===== config.mk =====
export PLATFORM = sky130hd
export DESIGN_NAME = sync_length_checksum_frame_parser_flat
export DESIGN_NICKNAME = d
export VERILOG_FILES = /design/src/slcfp_pkg.sv /design/src/slcfp_rx_if.sv /design/src/slcfp_res_if.sv /design/src/slcfp_ram.sv /design/src/sync_length_checksum_frame_parser.sv /design/src/flat_wrapper.sv
export SDC_FILE = /design/constraint.sdc
export NUM_CORES = 1
export LEC_CHECK = 0
export BUFFER_PORTS_ARGS = -buffer_cell sky130_fd_sc_hd__buf_2
export CORE_MARGIN = 8
export CORE_UTILIZATION = 60
export CTS_CLUSTER_DIAMETER = 100
export CTS_CLUSTER_SIZE = 14
export DETAILED_ROUTE_END_ITERATION = 10
export PLACE_DENSITY = 0.8
export SLEW_MARGIN = 10
export SYNTH_ARGS = -nofsm -noshare
export SYNTH_HDL_FRONTEND = slang
export SYNTH_HIERARCHICAL = 1
export SYNTH_SLANG_ARGS = --single-unit

===== constraint.sdc =====
create_clock -name clk_i -period 3.9 [get_ports clk_i]
set_input_delay 0.39 -clock clk_i [delete_from_list [all_inputs] [get_ports clk_i]]
set_output_delay 0.39 -clock clk_i [all_outputs]
set_load 0.01 [all_outputs]

===== src/slcfp_pkg.sv =====
// ---------------------------------------------------------------------------
// slcfp_pkg
// Shared constants of the sync/length/checksum frame parser.
// ---------------------------------------------------------------------------
`default_nettype none

package slcfp_pkg;

  // payload buffer
  localparam int unsigned BUFFER_DEPTH = 32;
  localparam int unsigned ADDR_W       = $clog2(BUFFER_DEPTH);

  // field widths
  localparam int unsigned BYTE_W = 8;
  localparam int unsigned LEN_W  = 6;
  localparam int unsigned IDX_W  = 5;

  // configuration port
  localparam int unsigned PADDR_W = 4;
  localparam int unsigned PDATA_W = 32;

  typedef enum logic [1:0] {
    REG_SYNC_FIRST   = 2'd0,
    REG_SYNC_SECOND  = 2'd1,
    REG_LENGTH_LIMIT = 2'd2,
    REG_UNUSED       = 2'd3
  } reg_idx_e;

  localparam logic [BYTE_W-1:0] SYNC_FIRST_RST   = 8'd90;
  localparam logic [BYTE_W-1:0] SYNC_SECOND_RST  = 8'd165;
  localparam logic [LEN_W-1:0]  LENGTH_LIMIT_RST = 6'd32;

endpackage

`default_nettype wire


===== src/slcfp_rx_if.sv =====
// ---------------------------------------------------------------------------
// slcfp_rx_if
// Received byte channel: valid/ready with one byte of payload.
// ---------------------------------------------------------------------------
`default_nettype none

interface slcfp_rx_if;
  logic                        valid;
  logic                        ready;
  logic [slcfp_pkg::BYTE_W-1:0] rx_byte;

  modport source (output valid, output rx_byte, input ready);
  modport sink   (input valid, input rx_byte, output ready);
endinterface

`default_nettype wire


===== src/slcfp_res_if.sv =====
// ---------------------------------------------------------------------------
// slcfp_res_if
// Result channel: one good frame's payload byte, or an empty frame's result.
// ---------------------------------------------------------------------------
`default_nettype none

interface slcfp_res_if;
  logic                         valid;
  logic                         ready;
  logic [slcfp_pkg::BYTE_W-1:0] command;
  logic [slcfp_pkg::LEN_W-1:0]  payload_length;
  logic [slcfp_pkg::IDX_W-1:0]  byte_index;
  logic [slcfp_pkg::BYTE_W-1:0] data_byte;
  logic                         has_data;
  logic                         last;

  modport source (output valid, output command, output payload_length, output byte_index,
                  output data_byte, output has_data, output last, input ready);
  modport sink   (input valid, input command, input payload_length, input byte_index,
                  input data_byte, input has_data, input last, output ready);
endinterface

`default_nettype wire


===== src/slcfp_ram.sv =====
// ---------------------------------------------------------------------------
// slcfp_ram
// Generic single-write, single-read RAM with a registered read port.
// ---------------------------------------------------------------------------
`default_nettype none

module slcfp_ram #(
  parameter int unsigned WIDTH = 8,
  parameter int unsigned DEPTH = 32
) (
  input  wire logic                     clk_i,
  input  wire logic                     we_i,
  input  wire logic [$clog2(DEPTH)-1:0] waddr_i,
  input  wire logic [WIDTH-1:0]         wdata_i,
  input  wire logic                     re_i,
  input  wire logic [$clog2(DEPTH)-1:0] raddr_i,
  output logic      [WIDTH-1:0]         rdata_o
);

  logic [WIDTH-1:0] mem_q [DEPTH];
  logic [WIDTH-1:0] rdata_q;

  always_ff @(posedge clk_i) begin
    if (we_i) begin
      mem_q[waddr_i] <= wdata_i;
    end
    if (re_i) begin
      rdata_q <= mem_q[raddr_i];
    end
  end

  assign rdata_o = rdata_q;

endmodule

`default_nettype wire


===== src/sync_length_checksum_frame_parser.sv =====
// ---------------------------------------------------------------------------
// sync_length_checksum_frame_parser
// Hunts for two sync bytes, takes length, command, payload and a sum
// checksum, and replays each good frame's payload from a buffer RAM.
// ---------------------------------------------------------------------------
//
//  channel  dir  handshake          payload
//  rx_i     in   valid/ready        rx_byte
//  res_o    out  valid/ready        command, payload_length, byte_index,
//                                   data_byte, has_data, last
//  apb      in   psel/penable/...   3 registers at paddr 0, 4, 8
//
// one received byte is taken per cycle while a frame is being parsed.
// after a good checksum with payload, input is held off while the buffer
// RAM is replayed through its single registered read port: one result per
// cycle while the output register is free.
// a frame without payload gives its one result straight from the checksum.
// reset is asynchronous; the buffer RAM needs no clearing.
// a stalled result holds in the output register; parsing carries on up to
// the next checksum byte, which waits until the register is free.
// ---------------------------------------------------------------------------
`default_nettype none

module sync_length_checksum_frame_parser (
  input  wire logic                               clk_i,
  input  wire logic                               rst_ni,
  slcfp_rx_if.sink                                rx_i,
  slcfp_res_if.source                             res_o,
  input  wire logic                               psel,
  input  wire logic                               penable,
  input  wire logic                               pwrite,
  input  wire logic [slcfp_pkg::PADDR_W-1:0]      paddr,
  input  wire logic [slcfp_pkg::PDATA_W-1:0]      pwdata,
  output logic      [slcfp_pkg::PDATA_W-1:0]      prdata,
  output logic                                    pready
);

  localparam int unsigned BW = slcfp_pkg::BYTE_W;
  localparam int unsigned LW = slcfp_pkg::LEN_W;
  localparam int unsigned AW = slcfp_pkg::ADDR_W;
  localparam int unsigned IW = slcfp_pkg::IDX_W;

  localparam logic [2:0] PH_SYNC1 = 3'd0;
  localparam logic [2:0] PH_SYNC2 = 3'd1;
  localparam logic [2:0] PH_LEN   = 3'd2;
  localparam logic [2:0] PH_CMD   = 3'd3;
  localparam logic [2:0] PH_DATA  = 3'd4;
  localparam logic [2:0] PH_CSUM  = 3'd5;

  // configuration registers
  logic [BW-1:0] sync_first_q, sync_second_q;
  logic [LW-1:0] length_limit_q;
  slcfp_pkg::reg_idx_e cfg_idx;
  logic          cfg_we;

  assign pready  = 1'b1;
  assign cfg_idx = slcfp_pkg::reg_idx_e'(paddr[3:2]);
  assign cfg_we  = psel && penable && pwrite && pready;

  always_ff @(posedge clk_i or negedge rst_ni) begin
    if (!rst_ni) begin
      sync_first_q   <= slcfp_pkg::SYNC_FIRST_RST;
      sync_second_q  <= slcfp_pkg::SYNC_SECOND_RST;
      length_limit_q <= slcfp_pkg::LENGTH_LIMIT_RST;
    end else if (cfg_we) begin
      unique case (cfg_idx)
        slcfp_pkg::REG_SYNC_FIRST:   sync_first_q   <= pwdata[BW-1:0];
        slcfp_pkg::REG_SYNC_SECOND:  sync_second_q  <= pwdata[BW-1:0];
        slcfp_pkg::REG_LENGTH_LIMIT: length_limit_q <= pwdata[LW-1:0];
        default: ;
      endcase
    end
  end

  always_comb begin
    unique case (cfg_idx)
      slcfp_pkg::REG_SYNC_FIRST:   prdata = {{(slcfp_pkg::PDATA_W-BW){1'b0}}, sync_first_q};
      slcfp_pkg::REG_SYNC_SECOND:  prdata = {{(slcfp_pkg::PDATA_W-BW){1'b0}}, sync_second_q};
      slcfp_pkg::REG_LENGTH_LIMIT: prdata = {{(slcfp_pkg::PDATA_W-LW){1'b0}}, length_limit_q};
      default:                     prdata = '0;
    endcase
  end

  // parser and replay state
  logic [2:0]    phase_q, phase_d;
  logic [LW-1:0] len_q, len_d;
  logic [LW-1:0] fill_q, fill_d;
  logic [BW-1:0] sum_q, sum_d;
  logic [BW-1:0] cmd_q, cmd_d;
  logic          replay_q, replay_d;
  logic [LW-1:0] rd_idx_q, rd_idx_d;
  logic          pend_q, pend_d;
  logic [AW-1:0] pend_idx_q, pend_idx_d;

  // output register
  logic          out_valid_q, out_valid_d;
  logic [BW-1:0] out_cmd_q, out_cmd_d;
  logic [LW-1:0] out_len_q, out_len_d;
  logic [IW-1:0] out_idx_q, out_idx_d;
  logic [BW-1:0] out_data_q, out_data_d;
  logic          out_has_q, out_has_d;
  logic          out_last_q, out_last_d;

  // ram ports
  logic          ram_we, ram_re;
  logic [AW-1:0] ram_waddr, ram_raddr;
  logic [BW-1:0] ram_rdata;

  logic          in_ready, in_fire, out_free, load, issue;
  logic [BW-1:0] b;
  logic [LW-1:0] limit;
  logic [LW-1:0] fill_inc;
  logic [BW-1:0] resync;

  assign b        = rx_i.rx_byte;
  assign out_free = !out_valid_q || res_o.ready;
  // a good empty frame writes the output register at the checksum
  assign in_ready = !replay_q && !(phase_q == PH_CSUM && !out_free);
  assign in_fire  = rx_i.valid && in_ready;
  assign limit    = (length_limit_q > LW'(slcfp_pkg::BUFFER_DEPTH))
                    ? LW'(slcfp_pkg::BUFFER_DEPTH) : length_limit_q;
  assign fill_inc = fill_q + LW'(1);
  assign resync   = sum_q - BW'(1);

  always_comb begin
    phase_d     = phase_q;
    len_d       = len_q;
    fill_d      = fill_q;
    sum_d       = sum_q;
    cmd_d       = cmd_q;
    replay_d    = replay_q;
    rd_idx_d    = rd_idx_q;
    pend_d      = pend_q;
    pend_idx_d  = pend_idx_q;
    out_valid_d = out_valid_q;
    out_cmd_d   = out_cmd_q;
    out_len_d   = out_len_q;
    out_idx_d   = out_idx_q;
    out_data_d  = out_data_q;
    out_has_d   = out_has_q;
    out_last_d  = out_last_q;
    ram_we      = 1'b0;
    ram_waddr   = fill_q[AW-1:0];
    ram_re      = 1'b0;
    ram_raddr   = rd_idx_q[AW-1:0];
    load        = 1'b0;
    issue       = 1'b0;

    if (out_valid_q && res_o.ready) begin
      out_valid_d = 1'b0;
    end

    if (in_fire) begin
      unique case (phase_q)
        PH_SYNC1: begin
          if (b == sync_first_q) phase_d = PH_SYNC2;
        end
        PH_SYNC2: begin
          if (b == sync_second_q) phase_d = PH_LEN;
          else if (b != sync_first_q) phase_d = PH_SYNC1;
        end
        PH_LEN: begin
          if (b > {{(BW-LW){1'b0}}, limit}) begin
            phase_d = (b == sync_first_q) ? PH_SYNC2 : PH_SYNC1;
          end else begin
            len_d   = b[LW-1:0];
            sum_d   = b;
            fill_d  = '0;
            phase_d = PH_CMD;
          end
        end
        PH_CMD: begin
          cmd_d   = b;
          sum_d   = sum_q + b;
          phase_d = (len_q == '0) ? PH_CSUM : PH_DATA;
        end
        PH_DATA: begin
          ram_we = (fill_q < LW'(slcfp_pkg::BUFFER_DEPTH));
          fill_d = fill_inc;
          sum_d  = sum_q + b;
          if (fill_inc >= len_q) phase_d = PH_CSUM;
        end
        PH_CSUM: begin
          if (b == resync) begin
            phase_d = PH_SYNC1;
            if (len_q == '0) begin
              out_valid_d = 1'b1;
              out_cmd_d   = cmd_q;
              out_len_d   = len_q;
              out_idx_d   = '0;
              out_data_d  = '0;
              out_has_d   = 1'b0;
              out_last_d  = 1'b1;
            end else begin
              replay_d = 1'b1;
              rd_idx_d = '0;
            end
          end else begin
            phase_d = (b == sync_first_q) ? PH_SYNC2 : PH_SYNC1;
          end
        end
        default: phase_d = PH_SYNC1;
      endcase
    end

    if (replay_q) begin
      load = pend_q && out_free;
      if (load) begin
        out_valid_d = 1'b1;
        out_cmd_d   = cmd_q;
        out_len_d   = len_q;
        out_idx_d   = IW'(pend_idx_q);
        out_data_d  = ram_rdata;
        out_has_d   = 1'b1;
        out_last_d  = (LW'(pend_idx_q) + LW'(1)) == len_q;
        pend_d      = 1'b0;
        if ((LW'(pend_idx_q) + LW'(1)) == len_q) replay_d = 1'b0;
      end
      // next read goes out as soon as the read data register is freed
      issue = (rd_idx_q < len_q) && (!pend_q || load);
      if (issue) begin
        ram_re     = 1'b1;
        pend_d     = 1'b1;
        pend_idx_d = rd_idx_q[AW-1:0];
        rd_idx_d   = rd_idx_q + LW'(1);
      end
    end
  end

  always_ff @(posedge clk_i or negedge rst_ni) begin
    if (!rst_ni) begin
      phase_q     <= PH_SYNC1;
      len_q       <= '0;
      fill_q      <= '0;
      sum_q       <= '0;
      cmd_q       <= '0;
      replay_q    <= 1'b0;
      rd_idx_q    <= '0;
      pend_q      <= 1'b0;
      pend_idx_q  <= '0;
      out_valid_q <= 1'b0;
    end else begin
      phase_q     <= phase_d;
      len_q       <= len_d;
      fill_q      <= fill_d;
      sum_q       <= sum_d;
      cmd_q       <= cmd_d;
      replay_q    <= replay_d;
      rd_idx_q    <= rd_idx_d;
      pend_q      <= pend_d;
      pend_idx_q  <= pend_idx_d;
      out_valid_q <= out_valid_d;
    end
  end

  always_ff @(posedge clk_i) begin
    out_cmd_q  <= out_cmd_d;
    out_len_q  <= out_len_d;
    out_idx_q  <= out_idx_d;
    out_data_q <= out_data_d;
    out_has_q  <= out_has_d;
    out_last_q <= out_last_d;
  end

  slcfp_ram #(
    .WIDTH (BW),
    .DEPTH (slcfp_pkg::BUFFER_DEPTH)
  ) u_payload_ram (
    .clk_i   (clk_i),
    .we_i    (ram_we),
    .waddr_i (ram_waddr),
    .wdata_i (b),
    .re_i    (ram_re),
    .raddr_i (ram_raddr),
    .rdata_o (ram_rdata)
  );

  assign rx_i.ready           = in_ready;
  assign res_o.valid          = out_valid_q;
  assign res_o.command        = out_cmd_q;
  assign res_o.payload_length = out_len_q;
  assign res_o.byte_index     = out_idx_q;
  assign res_o.data_byte      = out_data_q;
  assign res_o.has_data       = out_has_q;
  assign res_o.last           = out_last_q;

  // no byte is taken while the buffer is being replayed
  a_replay_blocks_input: assert property (@(posedge clk_i) disable iff (!rst_ni)
    replay_q |-> !rx_i.ready)
    else $error("byte request accepted during replay");

  // read data waiting with a free output register is loaded next edge
  a_pending_loads: assert property (@(posedge clk_i) disable iff (!rst_ni)
    (replay_q && pend_q && !out_valid_q) |=> out_valid_q)
    else $error("pending read data not loaded");

  // last on a data result sits on the final payload byte
  a_last_position: assert property (@(posedge clk_i) disable iff (!rst_ni)
    (out_valid_q && out_has_q && out_last_q)
      |-> ((LW'(out_idx_q) + LW'(1)) == out_len_q))
    else $error("last marked on wrong byte");

  // the read pointer never passes the frame length
  a_read_bound: assert property (@(posedge clk_i) disable iff (!rst_ni)
    replay_q |-> (rd_idx_q <= len_q))
    else $error("replay read beyond frame");

endmodule

`default_nettype wire

===== src/flat_wrapper.sv =====
// flat-port wrapper written by rule: the top's interface ports become plain ports
module sync_length_checksum_frame_parser_flat 
  (clk_i, rst_ni, psel, penable, pwrite, paddr, pwdata, prdata, pready, rx_i_valid, rx_i_rx_byte, rx_i_ready, res_o_valid, res_o_command, res_o_payload_length, res_o_byte_index, res_o_data_byte, res_o_has_data, res_o_last, res_o_ready);
  slcfp_rx_if rx_i_i ();
  slcfp_res_if res_o_i ();
  input  wire logic clk_i;
  input  wire logic rst_ni;
  input  wire logic psel;
  input  wire logic penable;
  input  wire logic pwrite;
  input  wire logic [slcfp_pkg::PADDR_W-1:0] paddr;
  input  wire logic [slcfp_pkg::PDATA_W-1:0] pwdata;
  output logic      [slcfp_pkg::PDATA_W-1:0] prdata;
  output logic pready;
  input wire logic [$bits(rx_i_i.valid)-1:0] rx_i_valid;
  input wire logic [$bits(rx_i_i.rx_byte)-1:0] rx_i_rx_byte;
  output wire logic [$bits(rx_i_i.ready)-1:0] rx_i_ready;
  output wire logic [$bits(res_o_i.valid)-1:0] res_o_valid;
  output wire logic [$bits(res_o_i.command)-1:0] res_o_command;
  output wire logic [$bits(res_o_i.payload_length)-1:0] res_o_payload_length;
  output wire logic [$bits(res_o_i.byte_index)-1:0] res_o_byte_index;
  output wire logic [$bits(res_o_i.data_byte)-1:0] res_o_data_byte;
  output wire logic [$bits(res_o_i.has_data)-1:0] res_o_has_data;
  output wire logic [$bits(res_o_i.last)-1:0] res_o_last;
  input wire logic [$bits(res_o_i.ready)-1:0] res_o_ready;
  assign rx_i_i.valid = rx_i_valid;
  assign rx_i_i.rx_byte = rx_i_rx_byte;
  assign rx_i_ready = rx_i_i.ready;
  assign res_o_valid = res_o_i.valid;
  assign res_o_command = res_o_i.command;
  assign res_o_payload_length = res_o_i.payload_length;
  assign res_o_byte_index = res_o_i.byte_index;
  assign res_o_data_byte = res_o_i.data_byte;
  assign res_o_has_data = res_o_i.has_data;
  assign res_o_last = res_o_i.last;
  assign res_o_i.ready = res_o_ready;
  sync_length_checksum_frame_parser u_core (.clk_i(clk_i), .rst_ni(rst_ni), .rx_i(rx_i_i), .res_o(res_o_i), .psel(psel), .penable(penable), .pwrite(pwrite), .paddr(paddr), .pwdata(pwdata), .prdata(prdata), .pready(pready));
endmodule

==> results of run 1 <==
==> routing by layer <==
layer,track usage,part of all wire
met1,0.284,0.40
met2,0.368,0.50
met3,0.0349,0.062
met4,0.0650,0.028
met5,0,0.00036
==> flip-flops by register name, summed over array words and instances, names as in the netlist, 8 cells and up <==
register,count
u_core/sync_second_q,8
u_core/u_payload_ram/mem_q,256
u_core/res_o.data_byte,8
u_core/sync_first_q,8
u_core/cmd_q,8
u_core/u_payload_ram/rdata_o,8
u_core/res_o.command,8
u_core/sum_q,8
==> cells by family (layout without fill, tap and decap cells) <==
group | count (synthesis) | count (layout) | synth area share
xor+xnor | 38 | 38 | 0.0212
buf+inv | 85 | 171 | 0.0284
other cells | 2 | 25 | 0.000479
compound gates | 117 | 117 | 0.0472
fa+ha+maj | 29 | 29 | 0.0236
flops | 360 | 360 | 0.650
simple gates | 226 | 226 | 0.0712
mux | 141 | 141 | 0.158
==> power by group through the flow <==
stage	Combinational, mW	Sequential (mW)	Clock, mW
after floorplan	1.15	4.47	0
after global placement	1.34	4.59	0
after detailed placement	1.38	4.60	0
after CTS	1.40	4.52	2.76
after global routing	1.52	4.55	2.90
final	1.39	4.52	2.71
==> cell type report <==
cell class	instances	area (um2)
multi-input cells	576	5130
clock buffers	53	837
flip-flops and latches	360	10200
fillers	1707	8560
inverters	18	67.6
clock inverters	1	20.0
well taps	335	419
repair buffers	99	598
==> worst max path at each step <==
stage,cells past startpoint,slack (ns),endpoint,from
floorplan,7,1.07,u_core/u_payload_ram/mem_q[0][0],u_core/phase_q[2]
global placement,4,0.89,u_core/u_payload_ram/rdata_o[7],u_core/rd_idx_q[0]
detailed placement,4,0.84,u_core/u_payload_ram/rdata_o[2],u_core/rd_idx_q[0]
CTS,4,0.81,u_core/u_payload_ram/rdata_o[2],u_core/rd_idx_q[0]
global route,7,0.49,u_core/u_payload_ram/mem_q[20][4],u_core/phase_q[2]
finish,7,0.78,u_core/u_payload_ram/mem_q[24][0],u_core/phase_q[2]
==> layout by cell type (no fill, tap or decap), types with 3 or more instances in the layout <==
cell type | netlist | final
dfxtp_1 | 29 | 29
xnor2_1 | 20 | 20
dfstp_2 | 9 | 9
or3_1 | 5 | 5
and2_1 | 4 | 4
o21a_1 | 3 | 3
o21ai_0 | 49 | 49
nand2_1 | 69 | 69
or3b_2 | 5 | 5
nor4_1 | 7 | 7
nand3_1 | 23 | 23
conb_1 | 2 | 25
nand2b_1 | 9 | 9
o21bai_1 | 3 | 3
mux4_2 | 80 | 80
a31oi_1 | 4 | 4
nand3b_1 | 8 | 8
o22ai_1 | 6 | 6
nor3_1 | 12 | 11
inv_1 | 18 | 18
a21o_1 | 7 | 7
xor2_1 | 18 | 18
o2111ai_1 | 3 | 3
nor3b_1 | 3 | 3
nand4_1 | 6 | 6
a21oi_1 | 21 | 21
mux2_2 | 47 | 47
clkbuf_16 | 0 | 30
mux2i_1 | 14 | 14
buf_4 | 31 | 35
nor2_1 | 55 | 55
and3_1 | 5 | 5
nor2b_1 | 7 | 7
clkbuf_1 | 27 | 23
dfrtp_1 | 58 | 56
ha_1 | 28 | 28
edfxtp_1 | 264 | 264
buf_2 | 2 | 63
or4_1 | 3 | 3
==> impl_metrics.json, run 1 <==
{
  "grt_pass1_vias": 9030,
  "synth-warning-count": 6,
  "wirelength_mm": 33.7,
  "synth-main-ff-cell": "edfxtp_1",
  "antenna_found_initial": 1,
  "intPower_mw": 6.43,
  "cts_htree_levels": 1,
  "critPathLaunchType": "flop",
  "postRouteAntennaNets": 0,
  "ir_worst_vdd_mv": 0.335,
  "ios": 115,
  "ys_top_cells_by_count": "edfxtp_1, mux4_2, nand2_1, dfrtp_1, nor2_1",
  "hold_viol": 0,
  "worstPathCellList": "inv_1 > nor3_1 > buf_4 > nand2_1 > nor2_1 > or3b_2 > nor2_1",
  "status": "finished, final reports clean",
  "syn_inst": 998,
  "cap_violations": 0,
  "power_mw": 8.62,
  "switchingPower_mw": 2.19,
  "core_area_um2": 25800,
  "root_buffer": "clkbuf_16",
  "fin_hold_ws_ns": 0.0151,
  "setup_viol": 0,
  "synthMostInstantiatedCell": "edfxtp_1",
  "rsz0062_at_grt": "false",
  "r2r_end": "u_core/u_payload_ram/mem_q[24][0]",
  "overflow": 0,
  "drt-initial-drc-count": 845,
  "final_util": 0.669,
  "yosysSeqAreaShare": 0.650,
  "swShare": 0.254,
  "antennaDiodeCount": 0,
  "die_y_um": 178,
  "cpMostUsedCell": "nor2_1",
  "maxSlewHeadroom": 0.154,
  "rr_startpoint": "u_core/phase_q[2]",
  "rrSetupSlack_ns": 0.78,
  "dieArea_um2": 31600,
  "p_leak_nw": 6.10,
  "place_ws_ns": 0.844,
  "fin_crit_ns": 3.12,
  "fin_area_um2": 17300,
  "route.detailed.drc": 0,
  "rr_worst_depth": 7,
  "endpoint_kind": "flop",
  "yosysTopAreaCell": "edfxtp_1",
  "netlist-cell-type-count": 62,
  "synth_seq_cells": 360,
  "power_frac_seq": 0.524,
  "power.share.clock": 0.314,
  "worstPathRequired_ns": 4.08,
  "arrival_ns": 3.31,
  "dp.cells": 1388,
  "wl_per_cell_um": 23.4,
  "synth_area_leaders": "edfxtp_1, mux4_2, dfrtp_1, dfxtp_1, mux2_2",
  "port_buffers": 63,
  "row_count": 59,
  "cp_num_buf_inv": 2,
  "hold_path_class": "input port to async pin",
  "synthArstFlopShare": 0.186,
  "die_w_um": 178,
  "placed_area_um2": 16400,
  "hpwlAfterDp_mm": 22.2,
  "area_delta_synth_final_pct": 10.2,
  "clockBufferDepth": 3,
  "drive_gt1_frac": 0.256,
  "fin_nets": 1164,
  "combinationalPowerShare": 0.161,
  "syn_area_per_cell_um2": 15.7,
  "cts_resized": 0,
  "cts_hold_buf": 0,
  "worst_pin_slew_ns": 1.26,
  "max_stage_delay_ns": 0.68,
  "cts_made_buffers": 29,
  "syn_area_um2": 15700,
  "grt_pass1_wl_mm": 52.0,
  "cts_setup_buffers": 0,
  "fmax_ghz": 0.320,
  "synth_edf_count": 264,
  "start_util": 0.607,
  "avgViaCountPerCell": 6.19,
  "path_class": "flop to flop",
  "clock_latency_ns": 0.56,
  "clkTransAtPathRegs_ns": 0.07,
  "cp_slowest_cell": "nor2_1",
  "grt_max_degree": 65,
  "vias": 8920,
  "routabilityCongestion": 0.821,
  "cts_tree": "built",
  "cts.sinks": 360,
  "grt_usage": 0.216,
  "crit_family": "simple AND/OR/NAND/NOR gates",
  "fin_crit_sh": 0.801,
  "final_max_slew_viol_count": 0,
  "fin_setup_tns_ns": 0,
  "fin_cells": 1442,
  "fin_skew_ns": 0.0114,
  "cp_max_fo": 9,
  "power_density_nw_per_um2": 499,
  "fin_ws_ns": 0.776,
  "synth_top_area_share": 0.506,
  "drt_pass1_iterations": 5
}
No activity file was read; power rests on OpenSTA's default activity.
==> run 2: changes to the inputs <==
Settings changed: CORE_UTILIZATION 60 to 54, PLACE_DENSITY 0.8 to 0.77.
Clock period 3.9 ns to 2.85 ns, I/O delays scaled along.
==> run 2 against run 1 <==
  * Register-to-register slack worse by 0.65 ns
  * Wire length up 3.5%
  * Sequential power up 35%
  * Hold slack better by 0.12 ns
  * Cell count up 6.9%
  * Critical path type unchanged
  * Highest routed layer is now met4
==> impl_metrics.json, run 2 (same netlist as run 1, synthesis figures left out) <==
{
  "cp_max_fo": 9,
  "vias": 9151,
  "fin_area_um2": 17800,
  "max_flop_register": "u_core/u_payload_ram/mem_q",
  "worstPathCellList": "or4_4 > or3_1 > a221oi_2 > nor3_2 > o31ai_4 > mux2_2",
  "ir_worst_vdd_mv": 0.480,
  "status": "finished, final reports clean",
  "final_util": 0.622,
  "critPathLaunchType": "flop",
  "rr_startpoint": "u_core/sum_q[1]",
  "layout_common_cells": "edfxtp_1, mux4_2, buf_4",
  "antenna_found_initial": 0,
  "grt_max_degree": 69,
  "multi_input_area_um2": 5130,
  "final_common_cell": "edfxtp_1",
  "max_stage_delay_ns": 0.56,
  "wirelength_mm": 34.9,
  "setup_viol": 0,
  "r2r_end": "u_core/res_o.command[7]",
  "grt_pass1_wl_mm": 54.1,
  "core_area_um2": 28600,
  "drt_pass1_iterations": 5,
  "hpwlAfterDp_mm": 23.4,
  "routabilityCongestion": 0.808,
  "clockBufferDepth": 3,
  "rr_worst_depth": 6,
  "fin_setup_tns_ns": 0,
  "drive_gt1_frac": 0.281,
  "cts_tree": "built",
  "die_w_um": 186,
  "crit_start": "u_core/sum_q[1]",
  "path_class": "flop to flop",
  "maxSlewHeadroom": 0.447,
  "p_leak_nw": 6.37,
  "crit_family": "simple AND/OR/NAND/NOR gates",
  "cap_violations": 0,
  "area_delta_synth_final_pct": 13.5,
  "antennaDiodeCount": 0,
  "cp_num_buf_inv": 0,
  "cts_htree_levels": 1,
  "fillers": 2027,
  "arrival_ns": 3.18,
  "postRouteAntennaNets": 0,
  "largest_reg_flops": 256,
  "fin_crit_sh": 0.957,
  "start_util": 0.548,
  "final_max_slew_viol_count": 0,
  "hold_viol": 0,
  "cp_slowest_cell": "or4_4",
  "die_y_um": 186,
  "grt_pass1_vias": 9210,
  "clkTransAtPathRegs_ns": 0.07,
  "fmax_ghz": 0.367,
  "port_buffers": 63,
  "fin_cells": 1542,
  "route.detailed.drc": 0,
  "hold_path_class": "input port to flop",
  "fin_hold_ws_ns": 0.135,
  "worst_pin_slew_ns": 0.829,
  "avgViaCountPerCell": 5.93,
  "wl_per_cell_um": 22.6,
  "rsz0062_at_grt": "true",
  "ios": 115,
  "fin_crit_ns": 2.73,
  "fin_skew_ns": 0.0161,
  "clock_latency_ns": 0.57,
  "endpoint_kind": "flop",
  "path_depth": 6,
  "seqCellArea_um2": 10200,
  "placed_area_um2": 16800,
  "dieArea_um2": 34700,
  "timing.critical_path.to": "u_core/res_o.command[7]",
  "drt-initial-drc-count": 918,
  "fin_nets": 1215,
  "root_buffer": "clkbuf_16",
  "dp.cells": 1478,
  "cts_made_buffers": 29,
  "row_count": 62,
  "overflow": 0,
  "grt_usage": 0.198,
  "cts.sinks": 360,
  "power_density_nw_per_um2": 671,
  "rrSetupSlack_ns": 0.12,
  "worstPathRequired_ns": 3.30
}
-- run 2: how the worst min path moves through the flow --
| stage | startpoint | to | slack, ns | cells after the start |
|---|---|---|---|---|
| floorplan | rst_ni | u_core/cmd_q[0] | -0.01 | 0 |
| global placement | rst_ni | u_core/pend_idx_q[2] | 0.42 | 1 |
| detailed placement | u_core/u_payload_ram/rdata_o[6] | u_core/res_o.data_byte[6] | 0.43 | 2 |
| CTS | rx_i_valid | u_core/phase_q[1] | 0.11 | 4 |
| global route | rx_i_rx_byte[0] | u_core/u_payload_ram/mem_q[20][0] | 0.15 | 1 |
| finish | rx_i_valid | u_core/phase_q[1] | 0.14 | 4 |
-- run 2: repair_timing --
item | in CTS | in global routing
hold endpoints to repair | 53 | 0
resized for setup | 0 | 1
setup endpoints to repair | 0 | 9
buffers inserted | 0 | 1
hold buffers | 9 | 0
-- run 2: layer usage --
layer	part of all wire	up-vias	global-route usage	wire, um
met4	0.031	0	0.0628	1090
met2	0.50	376	0.337	17500
li1	-	4060	-	-
met1	0.40	4652	0.258	13900
met5	0	-	0	0
met3	0.068	63	0.0341	2380
-- run 2: area by class of cell --
cell class                      instances  share of cell area
Clock buffer                           53              0.0470
Clock inverter                          1             0.00113
Inverter                               18             0.00380
Multi-Input combinational cell        576               0.288
Sequential cell                       360               0.573
Tap cell                              384              0.0270
Timing Repair Buffer                  150              0.0592
-- run 2: per-stage QoR --
step	worst slack [ns]	total power, mW
finish	0.123	11.9
global route	-0.0146	12.5
CTS	0.0264	12.0
detailed placement	0.0409	8.31
global placement	0.112	8.25
floorplan	0.0159	7.69
-- run 2: worst reg2reg max path: cells and delay by family, from the launching register on --
| kind | cells | cell delay (ns) |
|---|---|---|
| and+or+nand+nor | 3 | 1.11 |
| DFF | 1 | 0.43 |
| AOI/OAI and AO/OA | 2 | 0.68 |
| muxes | 1 | 0.40 |
-- run 2: power by group --
group | switching, mW | internal, mW | leakage [nW]
registers | 0.240 | 5.84 | 3.43
clock network | 1.74 | 1.98 | 0.407
logic | 1.06 | 1.08 | 2.53
==> run 3: changes to the inputs <==
Settings changed: SKIP_LAST_GASP from default to 1.
Clock period 2.85 ns to 2.44 ns, I/O delays scaled along.
==> run 3 against run 2 <==
  * The flow now finishes with violations (negative setup slack)
  * Cell count rose by 2.3%
  * Sequential share of layout area fell by 2.5 points
  * First-iteration DRC count fell by 6.5%
  * Wire length rose by 6.6%
  * Via count rose by 3.0%
  * Hold slack got worse by 0.072 ns
  * Total power rose by 23%
  * Fmax rose by 8.0%
  * Critical endpoint is now u_core/res_o.command[1]
  * Largest cell class unchanged
  * Largest power group unchanged
==> impl_metrics.json, run 3 (same netlist as run 1, synthesis figures left out) <==
{
  "status": "finished, violations left",
  "violations": "negative setup slack",
  "fin_crit_sh": 1.03,
  "hold_viol": 0,
  "vias": 9428,
  "fin_setup_tns_ns": -0.755,
  "fin_skew_ns": 0.0187,
  "final_common_cell": "edfxtp_1",
  "met1_usage": 0.260,
  "wirelength_mm": 37.2,
  "drt-initial-drc-count": 858,
  "hold_path_class": "input port to flop",
  "grt_pass1_vias": 9521,
  "grt_max_degree": 36,
  "critPathLaunchType": "flop",
  "cts_tree": "built",
  "fin_crit_ns": 2.52,
  "seqCellArea_um2": 10200,
  "fin_cells": 1577,
  "avgViaCountPerCell": 5.98,
  "rsz0062_at_grt": "true",
  "power_density_nw_per_um2": 790,
  "cp_max_fo": 8,
  "drt_pass1_iterations": 5,
  "routabilityCongestion": 0.826,
  "grt.busiest_layer": "met2",
  "drive_gt1_frac": 0.331,
  "endpoint_kind": "flop",
  "cap_violations": 0,
  "fin_nets": 1250,
  "ios": 115,
  "worst_pin_slew_ns": 0.883,
  "port_buffers": 63,
  "root_buffer": "clkbuf_16",
  "clock_latency_ns": 0.57,
  "grt_usage": 0.209,
  "clkTransAtPathRegs_ns": 0.07,
  "dp.cells": 1500,
  "route.detailed.drc": 0,
  "postRouteAntennaNets": 0,
  "multi_input_area_um2": 5490,
  "area_delta_synth_final_pct": 18.6,
  "die_w_um": 186,
  "fin_hold_ws_ns": 0.0637,
  "antennaDiodeCount": 0,
  "ir_worst_vdd_mv": 0.584,
  "overflow": 0,
  "fillers": 1920,
  "cts_htree_levels": 1,
  "hpwlAfterDp_mm": 24.5,
  "wl_per_cell_um": 23.6,
  "grtUsageMet3": 0.0401,
  "start_util": 0.548,
  "path_class": "flop to flop",
  "fmax_ghz": 0.396,
  "clockBufferDepth": 3,
  "die_y_um": 186,
  "core_area_um2": 28600,
  "layout_common_cells": "edfxtp_1, buf_4, mux4_2",
  "largest_reg_flops": 256,
  "fin_ws_ns": -0.0842,
  "arrival_ns": 2.98,
  "final_max_slew_viol_count": 0,
  "worstPathRequired_ns": 2.89,
  "maxSlewHeadroom": 0.403,
  "row_count": 62,
  "p_leak_nw": 6.67,
  "antenna_found_initial": 1,
  "grt_pass1_wl_mm": 56.6,
  "max_flop_register": "u_core/u_payload_ram/mem_q",
  "cts_made_buffers": 29,
  "cts.sinks": 360,
  "setup_viol": 17,
  "dieArea_um2": 34700,
  "groute.layer.met2.usage": 0.358
}
## run 3: cell types whose count changed in the layout (fill, tap and decap cells not counted), moves of 3 or more
cell	change
nor2_4	+9
o21ai_0	-3
ha_1	-4
ha_4	+3
mux2_2	-16
nor3_1	-3
buf_12	+6
mux2_4	+16
nor2_1	-9
a21oi_1	-3
buf_6	+9
buf_4	+16
nor3_4	+4
## run 3: worst max-delay path, stage by stage (launching register included)
cell and delay [ns]:
dfrtp_1 0.38, or4_4 0.56, or3_4 0.35, a221oi_4 0.28, nor3_4 0.10, o31ai_4 0.25, buf_12 0.18, mux2_4 0.30
## run 3: cell type report
cell class	instances	share of cell area
clock inverter	1	0.00108
clock buffer	53	0.0450
timing repair buffer	185	0.0804
inverter	18	0.00363
multi-input combinational	576	0.295
tap	384	0.0258
sequential	360	0.549
## run 3: repair_timing
action,4_1_cts,5_1_grt
setup endpoints to repair,46,66
hold buffers,9,0
resized for setup,33,36
gates cloned,2,2
pin swaps,6,23
setup buffers,6,4
hold endpoints to repair,48,0
## run 3: power breakdown
group	switching, mW	internal (mW)
logic	1.52	1.72
clock network	2.08	2.31
registers	0.228	6.82
total	3.83	10.8
## run 3: final timing paths
| kind | start | endpoint | slack, ns | cells after the start |
|---|---|---|---|---|
| max in group asynchronous | rst_ni | u_core/sync_second_q[0] | 1.35 | 3 |
| worst min-delay path | rx_i_rx_byte[1] | u_core/u_payload_ram/mem_q[28][1] | 0.06 | 1 |
| min in group asynchronous | rst_ni | u_core/pend_idx_q[2] | 0.28 | 2 |
| worst max register to register | u_core/sum_q[2] | u_core/res_o.command[1] | -0.08 | 7 |
| worst min register to register | u_core/u_payload_ram/rdata_o[5] | u_core/res_o.data_byte[5] | 0.45 | 2 |
| worst max-delay path | u_core/sum_q[2] | u_core/res_o.command[1] | -0.08 | 7 |
## run 3: layer usage
layer / wire length [um] / vias to the layer above
met5: 19 / -
met4: 1310 / 2
met3: 2290 / 88
met2: 18800 / 368
met1: 14700 / 4829
li1: - / 4141
## run 3: through the flow
step / power, mW / util / setup slack (ns) / cell area, um2
after detailed placement: 9.94 / 0.599 / -0.108 / 17200
after floorplan: 8.99 / - / -0.101 / 15900
after global routing: 15.2 / 0.649 / -0.146 / 18600
after CTS: 14.6 / 0.642 / -0.138 / 18400
after global placement: 9.85 / 0.599 / -0.0586 / 17200
final: 14.7 / 0.649 / -0.0842 / 18600
